--- config.mk ---
export PLATFORM = sky130hd
export DESIGN_NAME = ustar_header_stream_parser
export DESIGN_NICKNAME = d
export VERILOG_FILES = /design/src/design/ushsp_pkg.sv /design/src/design/ustar_header_stream_parser.sv
export SDC_FILE = /design/constraint.sdc
export NUM_CORES = 1
export LEC_CHECK = 0
export BUFFER_PORTS_ARGS = -buffer_cell sky130_fd_sc_hd__buf_2
export CORE_ASPECT_RATIO = 1.1
export CORE_MARGIN = 2
export CORE_UTILIZATION = 30
export DETAILED_ROUTE_END_ITERATION = 16
export SLEW_MARGIN = 40
export SYNTH_ARGS = -nofsm -noshare
export SYNTH_HDL_FRONTEND = slang
export SYNTH_SLANG_ARGS = --single-unit
--- constraint.sdc ---
create_clock -name aclk -period 9.88 [get_ports aclk]
set_input_delay 0.494 -clock aclk [delete_from_list [all_inputs] [get_ports aclk]]
set_output_delay 0.494 -clock aclk [all_outputs]
set_load 0.005 [all_outputs]
--- src/design/ushsp_pkg.sv ---
// ----------------------------------------------------------------------------
// ushsp_pkg
// Shared constants and the queued result type of the ustar header parser.
// ----------------------------------------------------------------------------
package ushsp_pkg;

    // Result kinds as they appear on the result channel.
    localparam logic [1:0] KIND_ENTRY   = 2'd0;
    localparam logic [1:0] KIND_PAYLOAD = 2'd1;
    localparam logic [1:0] KIND_END     = 2'd2;
    localparam logic [1:0] KIND_TRUNC   = 2'd3;

    // Header block layout.
    localparam logic [8:0] BLOCK_LAST = 9'd511;
    localparam logic [8:0] NAME_MAX   = 9'd100;
    localparam logic [8:0] MODE_AT    = 9'd100;
    localparam logic [8:0] MODE_END   = 9'd108;
    localparam logic [8:0] SIZE_AT    = 9'd124;
    localparam logic [8:0] SIZE_END   = 9'd136;
    localparam logic [8:0] TYPE_AT    = 9'd156;

    // Characters of interest.
    localparam logic [7:0] CHAR_NUL   = 8'h00;
    localparam logic [7:0] CHAR_SPACE = 8'h20;
    localparam logic [7:0] CHAR_DOT   = 8'h2E;
    localparam logic [7:0] CHAR_SLASH = 8'h2F;
    localparam logic [7:0] CHAR_ZERO  = 8'h30;
    localparam logic [7:0] CHAR_SEVEN = 8'h37;

    // One queue entry: an optional entry or payload result followed by an
    // optional end-of-archive result.
    typedef struct packed {
        logic        has_main;
        logic [1:0]  main_kind;
        logic [1:0]  name_offset;
        logic [6:0]  name_length;
        logic [7:0]  entry_type;
        logic [23:0] entry_mode;
        logic [35:0] entry_size;
        logic [7:0]  payload_byte;
        logic        has_end;
        logic [1:0]  end_kind;
    } result_t;

endpackage

--- src/design/ustar_header_stream_parser.sv ---
// ----------------------------------------------------------------------------
// ustar_header_stream_parser
// Walks a ustar archive one byte per item and reports entries and data.
// ----------------------------------------------------------------------------
// An accepted item passes the input register, then the parse logic into the
// result queue, before it reaches the result port.
// Throughput: one item per cycle while each item gives at most one result and
// m_ready keeps up; an item that gives two results shows them in turn.
// Reset: aresetn is synchronous and active low; it returns the parser to the
// start of a header block and empties the input register and result queue.

module ustar_header_stream_parser (
    input  logic        aclk,
    input  logic        aresetn,
    input  logic        s_valid,
    output logic        s_ready,
    input  logic [7:0]  s_archive_byte,
    input  logic        s_final_byte,
    output logic        m_valid,
    input  logic        m_ready,
    output logic [1:0]  m_kind,
    output logic [1:0]  m_name_offset,
    output logic [6:0]  m_name_length,
    output logic [7:0]  m_entry_type,
    output logic [23:0] m_entry_mode,
    output logic [35:0] m_entry_size,
    output logic [7:0]  m_payload_byte,
    output logic        m_last_of_run
);

    // The parser is in one of three phases: reading a 512-byte header,
    // walking an entry's data region (payload plus padding), or idle after
    // the all-zero end block until the final byte arrives.
    typedef enum logic [1:0] {
        PH_HEADER,
        PH_DATA,
        PH_STOPPED
    } phase_t;

    // Input register.
    logic        in_valid_reg;
    logic [7:0]  byte_reg;
    logic        fin_reg;

    // Parse state.
    phase_t      phase_reg,           phase_next;
    logic [8:0]  block_offset_reg,    block_offset_next;
    logic        all_zero_reg,        all_zero_next;
    logic        name_ended_reg,      name_ended_next;
    logic [6:0]  stripped_length_reg, stripped_length_next;
    logic        first_is_dot_reg,    first_is_dot_next;
    logic        second_is_slash_reg, second_is_slash_next;
    logic [7:0]  type_hold_reg,       type_hold_next;
    logic [23:0] mode_accum_reg,      mode_accum_next;
    logic        mode_stopped_reg,    mode_stopped_next;
    logic [35:0] size_accum_reg,      size_accum_next;
    logic        size_stopped_reg,    size_stopped_next;
    logic [35:0] payload_left_reg,    payload_left_next;
    logic [36:0] padded_left_reg,     padded_left_next;

    // Result queue: two entries, each holding everything one item produced.
    ushsp_pkg::result_t q_reg [2];
    logic        head_reg;
    logic        tail_reg;
    logic [1:0]  count_reg;
    logic        second_reg;

    logic               fire;
    logic               push;
    logic               pop;
    logic               clear_hdr;
    logic               is_digit;
    logic [1:0]         end_kind;
    logic [6:0]         ent_len;
    logic [1:0]         ent_off;
    logic [27:0]        padded_blocks;
    logic [36:0]        padded;
    ushsp_pkg::result_t res;
    ushsp_pkg::result_t head;
    logic               show_main;

    // The parse step fires when a byte waits in the input register and the
    // queue has room for the entry it may create. A new byte is taken when the input register
    // is empty or empties in the same cycle.
    assign fire    = in_valid_reg && (count_reg != 2'd2);
    assign s_ready = !in_valid_reg || fire;

    assign is_digit = (byte_reg >= ushsp_pkg::CHAR_ZERO) &&
                      (byte_reg <= ushsp_pkg::CHAR_SEVEN);

    // Name as reported: a leading "./" is dropped when something follows it.
    always_comb begin
        if ((stripped_length_reg >= 7'd2) && first_is_dot_reg && second_is_slash_reg) begin
            ent_off = 2'd2;
            ent_len = stripped_length_reg - 7'd2;
        end else begin
            ent_off = 2'd0;
            ent_len = stripped_length_reg;
        end
    end

    // Data region length rounded up to whole 512-byte blocks.
    assign padded_blocks = {1'b0, size_accum_reg[35:9]} +
                           28'(|size_accum_reg[8:0]);
    assign padded        = {padded_blocks, 9'd0};

    always_comb begin
        phase_next           = phase_reg;
        block_offset_next    = block_offset_reg;
        all_zero_next        = all_zero_reg;
        name_ended_next      = name_ended_reg;
        stripped_length_next = stripped_length_reg;
        first_is_dot_next    = first_is_dot_reg;
        second_is_slash_next = second_is_slash_reg;
        type_hold_next       = type_hold_reg;
        mode_accum_next      = mode_accum_reg;
        mode_stopped_next    = mode_stopped_reg;
        size_accum_next      = size_accum_reg;
        size_stopped_next    = size_stopped_reg;
        payload_left_next    = payload_left_reg;
        padded_left_next     = padded_left_reg;
        res                  = '0;
        end_kind             = ushsp_pkg::KIND_END;
        clear_hdr            = 1'b0;

        if (fire) begin
            unique case (phase_reg)
                PH_HEADER: begin
                    if (byte_reg != ushsp_pkg::CHAR_NUL) begin
                        all_zero_next = 1'b0;
                    end
                    // Name: cut at the first NUL, trailing slashes do not count.
                    if ((block_offset_reg < ushsp_pkg::NAME_MAX) && !name_ended_reg) begin
                        if (byte_reg == ushsp_pkg::CHAR_NUL) begin
                            name_ended_next = 1'b1;
                        end else begin
                            if (byte_reg != ushsp_pkg::CHAR_SLASH) begin
                                stripped_length_next = block_offset_reg[6:0] + 7'd1;
                            end
                            if (block_offset_reg == 9'd0) begin
                                first_is_dot_next = (byte_reg == ushsp_pkg::CHAR_DOT);
                            end
                            if (block_offset_reg == 9'd1) begin
                                second_is_slash_next = (byte_reg == ushsp_pkg::CHAR_SLASH);
                            end
                        end
                    end
                    // Octal fields: digits shift in, blanks are skipped, and
                    // anything else freezes the field.
                    if ((block_offset_reg >= ushsp_pkg::MODE_AT) &&
                        (block_offset_reg < ushsp_pkg::MODE_END) && !mode_stopped_reg) begin
                        if (is_digit) begin
                            mode_accum_next = {mode_accum_reg[20:0], byte_reg[2:0]};
                        end else if ((byte_reg != ushsp_pkg::CHAR_SPACE) &&
                                     (byte_reg != ushsp_pkg::CHAR_NUL)) begin
                            mode_stopped_next = 1'b1;
                        end
                    end
                    if ((block_offset_reg >= ushsp_pkg::SIZE_AT) &&
                        (block_offset_reg < ushsp_pkg::SIZE_END) && !size_stopped_reg) begin
                        if (is_digit) begin
                            size_accum_next = {size_accum_reg[32:0], byte_reg[2:0]};
                        end else if ((byte_reg != ushsp_pkg::CHAR_SPACE) &&
                                     (byte_reg != ushsp_pkg::CHAR_NUL)) begin
                            size_stopped_next = 1'b1;
                        end
                    end
                    if (block_offset_reg == ushsp_pkg::TYPE_AT) begin
                        type_hold_next = byte_reg;
                    end

                    // Last byte of the header: an all-zero block stops the parser; otherwise report
                    // a named entry and set up the walk over its data region if it has one.
                    if (block_offset_reg == ushsp_pkg::BLOCK_LAST) begin
                        if (all_zero_next) begin
                            phase_next = PH_STOPPED;
                        end else begin
                            if (ent_len != 7'd0) begin
                                res.has_main    = 1'b1;
                                res.main_kind   = ushsp_pkg::KIND_ENTRY;
                                res.name_offset = ent_off;
                                res.name_length = ent_len;
                                res.entry_type  = type_hold_reg;
                                res.entry_mode  = mode_accum_reg;
                                res.entry_size  = size_accum_reg;
                            end
                            if (size_accum_reg != 36'd0) begin
                                phase_next        = PH_DATA;
                                payload_left_next = (ent_len != 7'd0) ? size_accum_reg : 36'd0;
                                padded_left_next  = padded;
                                end_kind          = ushsp_pkg::KIND_TRUNC;
                            end
                        end
                        clear_hdr = 1'b1;
                    end else begin
                        block_offset_next = block_offset_reg + 9'd1;
                    end
                end
                PH_DATA: begin
                    // Payload bytes are forwarded; padding is dropped.
                    if (payload_left_reg != 36'd0) begin
                        res.has_main      = 1'b1;
                        res.main_kind     = ushsp_pkg::KIND_PAYLOAD;
                        res.payload_byte  = byte_reg;
                        payload_left_next = payload_left_reg - 36'd1;
                    end
                    padded_left_next = padded_left_reg - 37'd1;
                    if (padded_left_reg == 37'd1) begin
                        payload_left_next = 36'd0;
                        phase_next        = PH_HEADER;
                        clear_hdr         = 1'b1;
                    end else begin
                        end_kind = ushsp_pkg::KIND_TRUNC;
                    end
                end
                default: begin
                    // After the end block, bytes are ignored until the final one.
                end
            endcase

            // The final byte closes the archive and rearms the parser.
            if (fin_reg) begin
                res.has_end       = 1'b1;
                res.end_kind      = end_kind;
                phase_next        = PH_HEADER;
                payload_left_next = 36'd0;
                padded_left_next  = 37'd0;
                clear_hdr         = 1'b1;
            end
        end

        if (clear_hdr) begin
            block_offset_next    = 9'd0;
            all_zero_next        = 1'b1;
            name_ended_next      = 1'b0;
            stripped_length_next = 7'd0;
            first_is_dot_next    = 1'b0;
            second_is_slash_next = 1'b0;
            type_hold_next       = 8'd0;
            mode_accum_next      = 24'd0;
            mode_stopped_next    = 1'b0;
            size_accum_next      = 36'd0;
            size_stopped_next    = 1'b0;
        end
    end

    assign push = fire && (res.has_main || res.has_end);

    // Result port: the head entry shows its main result first, then its end
    // result; the entry leaves the queue with the last of them.
    assign head      = q_reg[head_reg];
    assign show_main = head.has_main && !second_reg;
    assign m_valid   = (count_reg != 2'd0);

    always_comb begin
        if (show_main) begin
            m_kind         = head.main_kind;
            m_name_offset  = head.name_offset;
            m_name_length  = head.name_length;
            m_entry_type   = head.entry_type;
            m_entry_mode   = head.entry_mode;
            m_entry_size   = head.entry_size;
            m_payload_byte = head.payload_byte;
            m_last_of_run  = !head.has_end;
        end else begin
            m_kind         = head.end_kind;
            m_name_offset  = 2'd0;
            m_name_length  = 7'd0;
            m_entry_type   = 8'd0;
            m_entry_mode   = 24'd0;
            m_entry_size   = 36'd0;
            m_payload_byte = 8'd0;
            m_last_of_run  = 1'b1;
        end
    end

    assign pop = m_valid && m_ready && m_last_of_run;

    always_ff @(posedge aclk) begin
        if (!aresetn) begin
            in_valid_reg        <= 1'b0;
            phase_reg           <= PH_HEADER;
            block_offset_reg    <= 9'd0;
            all_zero_reg        <= 1'b1;
            name_ended_reg      <= 1'b0;
            stripped_length_reg <= 7'd0;
            first_is_dot_reg    <= 1'b0;
            second_is_slash_reg <= 1'b0;
            type_hold_reg       <= 8'd0;
            mode_accum_reg      <= 24'd0;
            mode_stopped_reg    <= 1'b0;
            size_accum_reg      <= 36'd0;
            size_stopped_reg    <= 1'b0;
            payload_left_reg    <= 36'd0;
            padded_left_reg     <= 37'd0;
            head_reg            <= 1'b0;
            tail_reg            <= 1'b0;
            count_reg           <= 2'd0;
            second_reg          <= 1'b0;
        end else begin
            if (s_ready) begin
                in_valid_reg <= s_valid;
            end
            phase_reg           <= phase_next;
            block_offset_reg    <= block_offset_next;
            all_zero_reg        <= all_zero_next;
            name_ended_reg      <= name_ended_next;
            stripped_length_reg <= stripped_length_next;
            first_is_dot_reg    <= first_is_dot_next;
            second_is_slash_reg <= second_is_slash_next;
            type_hold_reg       <= type_hold_next;
            mode_accum_reg      <= mode_accum_next;
            mode_stopped_reg    <= mode_stopped_next;
            size_accum_reg      <= size_accum_next;
            size_stopped_reg    <= size_stopped_next;
            payload_left_reg    <= payload_left_next;
            padded_left_reg     <= padded_left_next;
            if (push) begin
                tail_reg <= !tail_reg;
            end
            if (pop) begin
                head_reg <= !head_reg;
            end
            count_reg <= count_reg + 2'(push) - 2'(pop);
            if (m_valid && m_ready) begin
                second_reg <= !m_last_of_run;
            end
        end
    end

    // Payload registers carry no reset.
    always_ff @(posedge aclk) begin
        if (s_ready && s_valid) begin
            byte_reg <= s_archive_byte;
            fin_reg  <= s_final_byte;
        end
        if (push) begin
            q_reg[tail_reg] <= res;
        end
    end

    // The queue never holds more than its two entries.
    assert property (@(posedge aclk) disable iff (!aresetn) count_reg <= 2'd2)
        else $error("result queue overflow");

    // While walking a data region, some data-region bytes always remain.
    assert property (@(posedge aclk) disable iff (!aresetn)
        (phase_reg == PH_DATA) |-> (padded_left_reg != 37'd0))
        else $error("data phase with empty data region");

    // Payload still to forward never exceeds the data region left.
    assert property (@(posedge aclk) disable iff (!aresetn)
        ({1'b0, payload_left_reg} <= padded_left_reg))
        else $error("payload count exceeds data region");

    // A result taken that is not the last of its run is followed by another.
    assert property (@(posedge aclk) disable iff (!aresetn)
        (m_valid && m_ready && !m_last_of_run) |=> m_valid)
        else $error("second result of a run went missing");

endmodule
==> metrics.txt, run 1 <==
result of the run complete, no violations; detailed-route DRC error count 0; Chip Width between 200 and 250 µm; boundary pin count just over 100; diode count 0; Routability Congestion 0.838; clock root buffer master sky130_fd_sc_hd__clkbuf_16; most frequent cells in the layout sky130_fd_sc_hd__nor2_1 (258), sky130_fd_sc_hd__edfxtp_1 (185), sky130_fd_sc_hd__dfxtp_1 (171), sky130_fd_sc_hd__mux2i_1 (156), sky130_fd_sc_hd__buf_2 (101); data arrival at the endpoint of the critical path 4660 ps; DP Area 0.0178 mm²; final cycle utilization of the critical path 45.6%; number of max-slew violations in the final report 0; number of buffers on the longest clock path 3; DPL Wire Length 27.5 mm; antenna viol nets, final 0; total detailed-routing wirelength 41.2 mm; floorplan die area 0.0571 mm²; gate count of the mapped netlist roughly 1600; crit path time final roughly 4500 ps; post-route setup TNS 0 ps; Final Hold Fails 0; worst hold-check path type in2reg; required arrival time at the worst endpoint 10030 ps; Post-CTS Resized 0; Post-Synthesis Mean Instance Area 10.3 µm²; final routed wire length divided by cell count 17.0 µm; XOR/XNOR Fraction of Synth Area ~3.9%; effective utilization at floorplan a little under a third; first-pass GRT wire length 64.9 mm; final setup violation count 0; simple-gate area share of the yosys netlist 18.6%; Global Route Usage Sum between 10% and 20%; worst clock skew on the final layout between 15 and 20 ps; post-synthesis async set-or-reset flop share 0%; startpoint type of the worst setup path flip-flop; Synth Area in Compound Gates 9.45%; register-to-register path setup slack between 5000 and 6000 ps; 1st-iter DRT viols 800; most frequent standard cell in the layout excluding fill and tap cells sky130_fd_sc_hd__nor2_1; Layout area overhead 14.9%; total congestion overflow 0; layout cells sized above 1 12.2%; flip-flop count of the largest register, all copies and words added around 180; worst voltage drop across the vdd grid 0.130 mV; achievable clock frequency 222 MHz; mux share of post-synthesis cell area 9.57%; Max-Cap Viols 0; TritonCTS clock tree done; number of nets in the layout 1681; Static Leak 0.00716 µW; slew at the pin closest to its max-slew limit 817 ps; core area roughly 0.055 mm²; number of levels the H-tree was split into 2; cts-stage hold buffer count 0; Non-Filler Cell Area, Final 0.0190 mm²; maximum number of pins on one net before global-route repair 91; setup repair after global routing missed its margin no; total power divided by cell area roughly 200 mW/mm²; Setup Buffers After CTS 0; remaining max-slew budget at the tightest pin 45.3%; clock latency of the later-clocked register in the worst-skew pair 530 ps; WS Path Type reg2reg; Yosys warnings 0; Syn Nets 1628; combined area of all synthesized cells 0.0166 mm²; via count of the first global-routing pass ~12000; number of antenna violations at the first check in global routing 1; critical path endpoint category flip-flop; Buffers on Ports 101; clock transition at the registers of the reported paths ~60 ps; sequential cell area fraction in the yosys report about 54%; Core Rows 90; Clock Sinks between 300 and 400; adder-cell share of the synthesized area 0.907%; ratio of routed vias to standard cells 5.05; number of storage elements in the synthesis netlist ~360; combinational family with the most area after synthesis simple AND/OR/NAND/NOR gates; detailed-router iteration count before antenna repair 5; maximum fanout count along the critical path 77; Chip Height ~250 µm; count of different cell masters after synthesis 67; CTS Buf Count 37; total via count after detailed routing between 10000 and 15000; dominant register cell in the synthesized netlist sky130_fd_sc_hd__edfxtp_1; number of enable-type register cells in the synthesized netlist 185
-- kinds of logic (layout without fill, tap and decap cells) --
| kind of cell | count (synthesis) | count (layout) |
|---|---|---|
| simple gates | 633 | 633 |
| flops | 357 | 357 |
| compound gates | 233 | 233 |
| mux | 157 | 157 |
| buf+inv | 137 | 218 |
| xor+xnor | 73 | 73 |
| fa+ha+maj | 12 | 12 |
| other cells | 1 | 1 |
-- metal layers --
metal / GRT usage, % / vias to the layer above / routed length [µm]
met5: 0 / - / 15
met4: 5.38 / 2 / 1220
met3: 2.12 / 76 / 1690
met2: 24.0 / 288 / 20200
met1: 17.6 / 5947 / 18100
li1: - / 5919 / -
-- per-stage QoR --
step           utilization (%)  power (µW)  hold WS, ps  instances  setup WS [ps]
6_report                  34.8        3710          164       2420           5380
5_1_grt                   34.8        3870          150       2420           5020
4_1_cts                   34.8        3750          142       2420           5380
3_5_place_dp              32.5        2350          449       2353           5390
3_3_place_gp              32.4        2330          443       2351           5240
2_1_floorplan                -        2100          424       1603           3070
-- final timing paths --
path | from | end | cells after the start
worst max register to register | stripped_length_reg[1]$_SDFFE_PP0P_ | q_reg[1][22]$_DFFE_PP_ | 10
worst min register to register | padded_left_reg[18]$_SDFFE_PN0P_ | padded_left_reg[18]$_SDFFE_PN0P_ | 1
worst min-delay path | s_archive_byte[5] | byte_reg[5]$_DFFE_PP_ | 1
worst max-delay path | stripped_length_reg[1]$_SDFFE_PP0P_ | q_reg[1][22]$_DFFE_PP_ | 10
-- critical path, stage by stage (launching register included) --
cell	delay (ps)
sky130_fd_sc_hd__dfxtp_1	480
sky130_fd_sc_hd__inv_1	80
sky130_fd_sc_hd__ha_1	260
sky130_fd_sc_hd__nor2b_1	180
sky130_fd_sc_hd__a31oi_1	560
sky130_fd_sc_hd__a211oi_1	150
sky130_fd_sc_hd__o211ai_1	190
sky130_fd_sc_hd__buf_4	570
sky130_fd_sc_hd__a211oi_1	350
sky130_fd_sc_hd__nor2b_4	590
sky130_fd_sc_hd__buf_6	610
-- cell usage after synthesis (all sizes together) (7+ instances only) --
cell	count	area, µm²
a21oi	51	255
a22oi	31	233
a31oi	10	62.6
and2	20	125
and3	84	526
buf	27	120
clkbuf	81	304
dfxtp	172	3440
edfxtp	185	5560
ha	12	150
inv	28	105
mux2i	156	1560
nand2	75	282
nand2b	7	43.8
nand3	38	190
nand4	14	87.6
nor2	259	972
nor3	53	265
nor4	24	150
o211ai	7	52.6
o21ai	56	284
o2bb2ai	32	280
or2	10	62.6
or3	13	81.3
or4	10	75.1
xnor2	26	228
xor2	47	412
-- layout make-up --
class / instances / area, µm²
flip-flops and latches: 357 / 9000
repair buffers: 122 / 699
clock inverters: 20 / 216
well taps: 736 / 921
clock buffers: 47 / 1000
inverters: 29 / 109
fillers: 5448 / 35700
multi-input cells: 1109 / 7080
-- power by group --
| group | internal, µW | leakage (µW) | switching (µW) | total [µW] |
|---|---|---|---|---|
| registers | 1610 | 0.00302 | 28.7 | 1640 |
| clock network | 828 | 0.000594 | 577 | 1400 |
| logic | 249 | 0.00354 | 418 | 667 |
Power figures use the tool's default switching activity.
==> inputs of run 2 (changes only) <==
- clock period: 9.88 -> 3.82 ns (I/O delays scaled with it)
==> run 2 against run 1 <==
Wire length is 0.15% higher. Design area is 2.3% higher. Flip-flop and latch count stayed put. Worst setup slack worse by 5000 ps. Sequential power grew to 2.6 times the previous value. Non-clock buffer count is 35 higher. Die area stayed put. Maximum frequency is 31% higher. Critical endpoint is now q_reg[0][31]$_DFFE_PP_. Largest cell class unchanged. Highest routed layer is now met4.
==> metrics.txt, run 2 (synthesized netlist as in run 1, its figures left out) <==
result of the run complete, no violations; setup repair after global routing missed its margin no; total detailed-routing wirelength 41.3 mm; number of non-filler instances in the completed layout 2456; crit path time final 3430 ps; register-to-register path setup slack 390 ps; Max-Cap Viols 0; Chip Height 250 µm; effective utilization at floorplan 30.3%; Layout area overhead 17.6%; number of buffers on the longest clock path 3; met2 Use GR 25.0%; critical path endpoint category flip-flop; diode count 0; required arrival time at the worst endpoint 4000 ps; CTS Buf Count 37; via count of the first global-routing pass 12200; Core Rows 90; number of levels the H-tree was split into 2; Global Route Usage Sum 14.2%; floorplan die area around 0.057 mm²; slew at the pin closest to its max-slew limit roughly 850 ps; combined area of the multi-input logic cells about 0.0071 mm²; data arrival at the endpoint of the critical path 3610 ps; number of antenna violations at the first check in global routing 0; Hold Crit Start m_ready; Static Leak 0.00738 µW; Crit path largest cell delay 500 ps; DPL Wire Length 27.7 mm; clock latency of the later-clocked register in the worst-skew pair 540 ps; first-pass GRT wire length ~66 mm; layout cells sized above 1 13.8%; sum of buffers and inverters on the critical path 2; final routed wire length divided by cell count 16.8 µm; total area of sequential cells 0.00900 mm²; clock root buffer master sky130_fd_sc_hd__clkbuf_16; Placed Cells incl. Taps around 2400; critical path's top delay family compound AO/OA/AOI/OAI gates; worst clock skew on the final layout around 24 ps; antenna viol nets, final 0; core area 0.0547 mm²; maximum number of pins on one net before global-route repair 91; Reg2Reg Launch Point stripped_length_reg[1]$_SDFFE_PP0P_; final setup violation count 0; number of nets in the layout 1716; number of max-slew violations in the final report 0; worst-path cell chain inv_1 -> ha_1 -> nor2b_1 -> a31oi_2 -> a211oi_1 -> o211ai_1 -> a211oi_2 -> nor2_4 -> buf_12; Routability Congestion roughly 0.86; detailed-router iteration count before antenna repair 5; TritonCTS clock tree done; total design power 9900 µW; hold endpoint second_reg$_SDFFE_PN0P_; worst hold-check path type in2reg; WS Path Type reg2reg; startpoint type of the worst setup path flip-flop; worst hold slack after final layout between 50 and 60 ps; Clock Sinks ~360; Worst Hold Depth 4; layer with the highest usage after global routing met2; Chip Width around 230 µm; final cycle utilization of the critical path 89.8%; depth of the worst register-to-register path 9; GR Util met1 17.9%; Final Hold Fails 0; remaining max-slew budget at the tightest pin 41.7%; flip-flop count of the largest register, all copies and words added 176; Buffers on Ports 101; total power divided by cell area ~500 mW/mm²; 1st-iter DRT viols roughly 740; detailed-route DRC error count 0; achievable clock frequency 291 MHz; worst voltage drop across the vdd grid between 0.2 and 0.25 mV; clock transition at the registers of the reported paths 60 ps; R2R Path End q_reg[0][31]$_DFFE_PP_; total via count after detailed routing 12300; ratio of routed vias to standard cells 5.02; post-route setup TNS 0 ps; total congestion overflow 0; Crit-path slowest cell sky130_fd_sc_hd__nor2_4; most frequent standard cell in the layout excluding fill and tap cells sky130_fd_sc_hd__nor2_1; fillers 5435; Setup Buffers After CTS 0; maximum fanout count along the critical path 70; most frequent cells in the layout sky130_fd_sc_hd__nor2_1 (256), sky130_fd_sc_hd__edfxtp_1 (185), sky130_fd_sc_hd__dfxtp_1 (171), sky130_fd_sc_hd__mux2i_1 (156), sky130_fd_sc_hd__buf_2 (101); boundary pin count 103; M3 GR Usage 2.22%
run 2: what timing repair did:
action / in CTS / in global routing
hold endpoints to repair: 10 / 0
resized for setup: 0 / 2
hold buffers: 10 / 0
endpoints found under the setup margin: 0 / 2
run 2: metrics by stage:
step | setup slack [ps] | utilization [%] | cell area, µm²
6_report | 389 | 35.6 | 19500
3_5_place_dp | 415 | 33.0 | 18000
2_1_floorplan | 11.1 | - | 16600
3_3_place_gp | 442 | 32.9 | 18000
5_1_grt | 84.6 | 35.6 | 19500
4_1_cts | 377 | 35.6 | 19500
run 2: worst max-delay path by stage:
stage	endpoint	start	depth (start not counted)
2_1_floorplan	q_reg[1][0]$_DFFE_PP_	block_offset_reg[0]$_SDFFE_PP0P_	10
3_3_place_gp	count_reg[1]$_SDFF_PN0_	payload_left_reg[15]$_SDFFE_PN0P_	12
3_5_place_dp	q_reg[0][38]$_DFFE_PP_	stripped_length_reg[1]$_SDFFE_PP0P_	9
4_1_cts	q_reg[0][36]$_DFFE_PP_	stripped_length_reg[1]$_SDFFE_PP0P_	9
5_1_grt	q_reg[0][31]$_DFFE_PP_	stripped_length_reg[1]$_SDFFE_PP0P_	9
6_report	q_reg[0][31]$_DFFE_PP_	stripped_length_reg[1]$_SDFFE_PP0P_	9
run 2: where the power goes:
part           internal (µW)  leakage [µW]  switching [µW]  total, µW
sequential              4150       0.00302            77.6       4230
combinational            672       0.00372            1080       1750
clock                   2400      0.000642            1510       3910
run 2: layer usage:
metal	up-vias	share of wire, %
met5	-	0
met4	0	2.4
met3	73	4.1
met2	301	50
met1	5973	44
li1	5982	-
run 2: layout make-up:
cell class                      instances  share of cell area (%)
Tap cell                              736                    4.73
Timing Repair Buffer                  157                    5.21
Clock buffer                           48                    5.34
Clock inverter                         20                    1.46
Sequential cell                       357                    46.2
Inverter                               29                   0.559
Multi-Input combinational cell       1109                    36.5
run 2: worst reg2reg max path, delay by kind of cell, from the launching register on:
family | cells | cell delay, ps
buffers and inverters | 2 | 490
DFF | 1 | 460
and+or+nand+nor | 2 | 690
AOI/OAI and AO/OA | 4 | 1100
adders and majority gates | 1 | 260
==> inputs of run 3 (changes only) <==
- CORE_ASPECT_RATIO: 1.1 -> default
- CORE_MARGIN: 2 -> 3
==> run 3 against run 2 <==
Sequential power barely moved. Flip-flop and latch count unchanged. Via count up 0.22%. Non-clock buffer count down 7. Clock power is 2% lower. Worst hold slack better by 10 ps. Wire length increased by 0.55%. Critical path depth increased by 2. Register-to-register slack got worse by 80 ps. Combinational power is 2% lower.
==> metrics.txt, run 3 (synthesized netlist as in run 1, its figures left out) <==
result of the run complete, no violations; remaining max-slew budget at the tightest pin a little under half; required arrival time at the worst endpoint around 4200 ps; worst hold-check path type in2reg; detailed-router iteration count before antenna repair 5; Chip Height 241 µm; TritonCTS clock tree done; number of max-slew violations in the final report 0; clock transition at the registers of the reported paths 60 ps; Crit path largest cell delay 600 ps; most frequent cells in the layout sky130_fd_sc_hd__nor2_1 (258), sky130_fd_sc_hd__edfxtp_1 (185), sky130_fd_sc_hd__dfxtp_1 (171), sky130_fd_sc_hd__mux2i_1 (156), sky130_fd_sc_hd__buf_2 (101); critical path's top delay family simple AND/OR/NAND/NOR gates; crit path time final 3510 ps; ratio of routed vias to standard cells 5.14; first-pass GRT wire length 66.0 mm; Global Route Usage Sum 14.0%; data arrival at the endpoint of the critical path 3910 ps; dpl ws 382 ps; antenna viol nets, final 0; layout cells sized above 1 a little over an eighth; final cycle utilization of the critical path 91.9%; detailed-route DRC error count 0; core area 0.0542 mm²; total via count after detailed routing 12400; Final Hold Fails 0; most frequent standard cell in the layout excluding fill and tap cells sky130_fd_sc_hd__nor2_1; maximum fanout count along the critical path 6; effective utilization at floorplan about 31%; sum of buffers and inverters on the critical path 1; worst voltage drop across the vdd grid 0.251 mV; clock latency of the later-clocked register in the worst-skew pair 550 ps; 1st-iter DRT viols ~1000; slew at the pin closest to its max-slew limit 783 ps; maximum number of pins on one net before global-route repair 91; number of buffers on the longest clock path 3; Crit-path slowest cell sky130_fd_sc_hd__or4_1; floorplan die area slightly below 0.06 mm²; Placed Cells incl. Taps 2331; number of levels the H-tree was split into 2; register-to-register path setup slack 310 ps; Chip Width 241 µm; achievable clock frequency about 280 MHz; setup repair after global routing missed its margin no; total detailed-routing wirelength about 42 mm; Max-Cap Viols 0; boundary pin count 103; final setup violation count 0; number of nets in the layout 1708; startpoint type of the worst setup path flip-flop; CP most frequent cell sky130_fd_sc_hd__ha_1; CTS Buf Count 36; diode count 0; flip-flop count of the largest register, all copies and words added 176; clock root buffer master sky130_fd_sc_hd__clkbuf_16; WS Path Type reg2reg; number of non-filler instances in the completed layout 2406; Static Leak 0.00733 µW; critical path endpoint category flip-flop; Core Rows 85; Buffers on Ports 101; via count of the first global-routing pass ~12000; total congestion overflow 0; Routability Congestion 0.876; Clock Sinks between 300 and 400; number of antenna violations at the first check in global routing 0; final routed wire length divided by cell count approximately 17 µm; Layout area overhead 16.6%; fin worst setup slack 309 ps; DPL Wire Length 27.8 mm; worst clock skew on the final layout 36.0 ps; post-route setup TNS 0 ps; worst-path cell chain or4_1 -> nor4b_1 -> and3_1 -> nor3_1 -> a211oi_2 -> ha_1 -> inv_1 -> ha_1 -> xor2_1 -> xnor2_1 -> nor2_1; total power divided by cell area 506 mW/mm²
## run 3: cell types whose count changed in the layout (fill, tap and decap cells not counted), moves of 2 or more
cell | before | now
sky130_fd_sc_hd__buf_4 | 41 | 34
sky130_fd_sc_hd__bufinv_16 | 7 | 4
sky130_fd_sc_hd__clkbuf_16 | 39 | 42
sky130_fd_sc_hd__buf_12 | 5 | 3
sky130_fd_sc_hd__buf_6 | 0 | 2
sky130_fd_sc_hd__nor2_1 | 256 | 258
sky130_fd_sc_hd__nor2_2 | 2 | 0
## run 3: final timing paths
check / startpoint / endpoint / depth (start not counted)
hold / removal: m_ready / second_reg$_SDFFE_PN0P_ / 4
hold reg to reg: padded_left_reg[18]$_SDFFE_PN0P_ / padded_left_reg[18]$_SDFFE_PN0P_ / 1
setup reg to reg: payload_left_reg[15]$_SDFFE_PN0P_ / count_reg[1]$_SDFF_PN0_ / 11
setup / recovery: payload_left_reg[15]$_SDFFE_PN0P_ / count_reg[1]$_SDFF_PN0_ / 11
## run 3: area by class of cell
| cell class | instances | area [µm²] |
|---|---|---|
| inverter | 29 | 109 |
| sequential | 357 | 9000 |
| multi-input combinational | 1109 | 7100 |
| tap | 696 | 871 |
| timing repair buffer | 150 | 943 |
| clock inverter | 15 | 190 |
| fill | 5331 | 34900 |
| clock buffer | 50 | 1100 |
## run 3: metal layers
| layer | wire, µm | vias up | GRT usage [%] | part of all wire, % |
|---|---|---|---|---|
| met5 | 0 | - | 0 | 0 |
| met4 | 981 | 0 | 4.60 | 2.4 |
| met3 | 1870 | 73 | 2.14 | 4.5 |
| met2 | 20000 | 307 | 23.5 | 48 |
| met1 | 18700 | 6002 | 18.5 | 45 |
| li1 | - | 5974 | - | - |
## run 3: worst min-delay path, stage by stage
cell                      delay [ps]
sky130_fd_sc_hd__buf_2           100
sky130_fd_sc_hd__nand2_1         100
sky130_fd_sc_hd__a21oi_1          80
sky130_fd_sc_hd__nor2_1           70
## run 3: stage by stage
stage          hold slack, ps  utilization (%)  power [µW]  cell area [µm²]
4_1_cts                  59.0             35.6        9890            19300
2_1_floorplan             290                -        5420            16600
3_5_place_dp              409             33.0        6060            17900
6_report                 60.4             35.6        9780            19300
5_1_grt                  99.0             35.6       10200            19300
3_3_place_gp              405             33.0        6050            17900
## run 3: repair_timing
action,CTS,global route
hold buffers,10,0
setup buffers,0,0
gates resized for setup,0,0
endpoints found under the hold margin,10,0
## run 3: report_power, final
group / total (µW) / switching (µW) / internal (µW)
Clock: 3820 / 1520 / 2300
Sequential: 4250 / 95.6 / 4150
Combinational: 1710 / 1060 / 650
Total: 9780 / 2670 / 7100
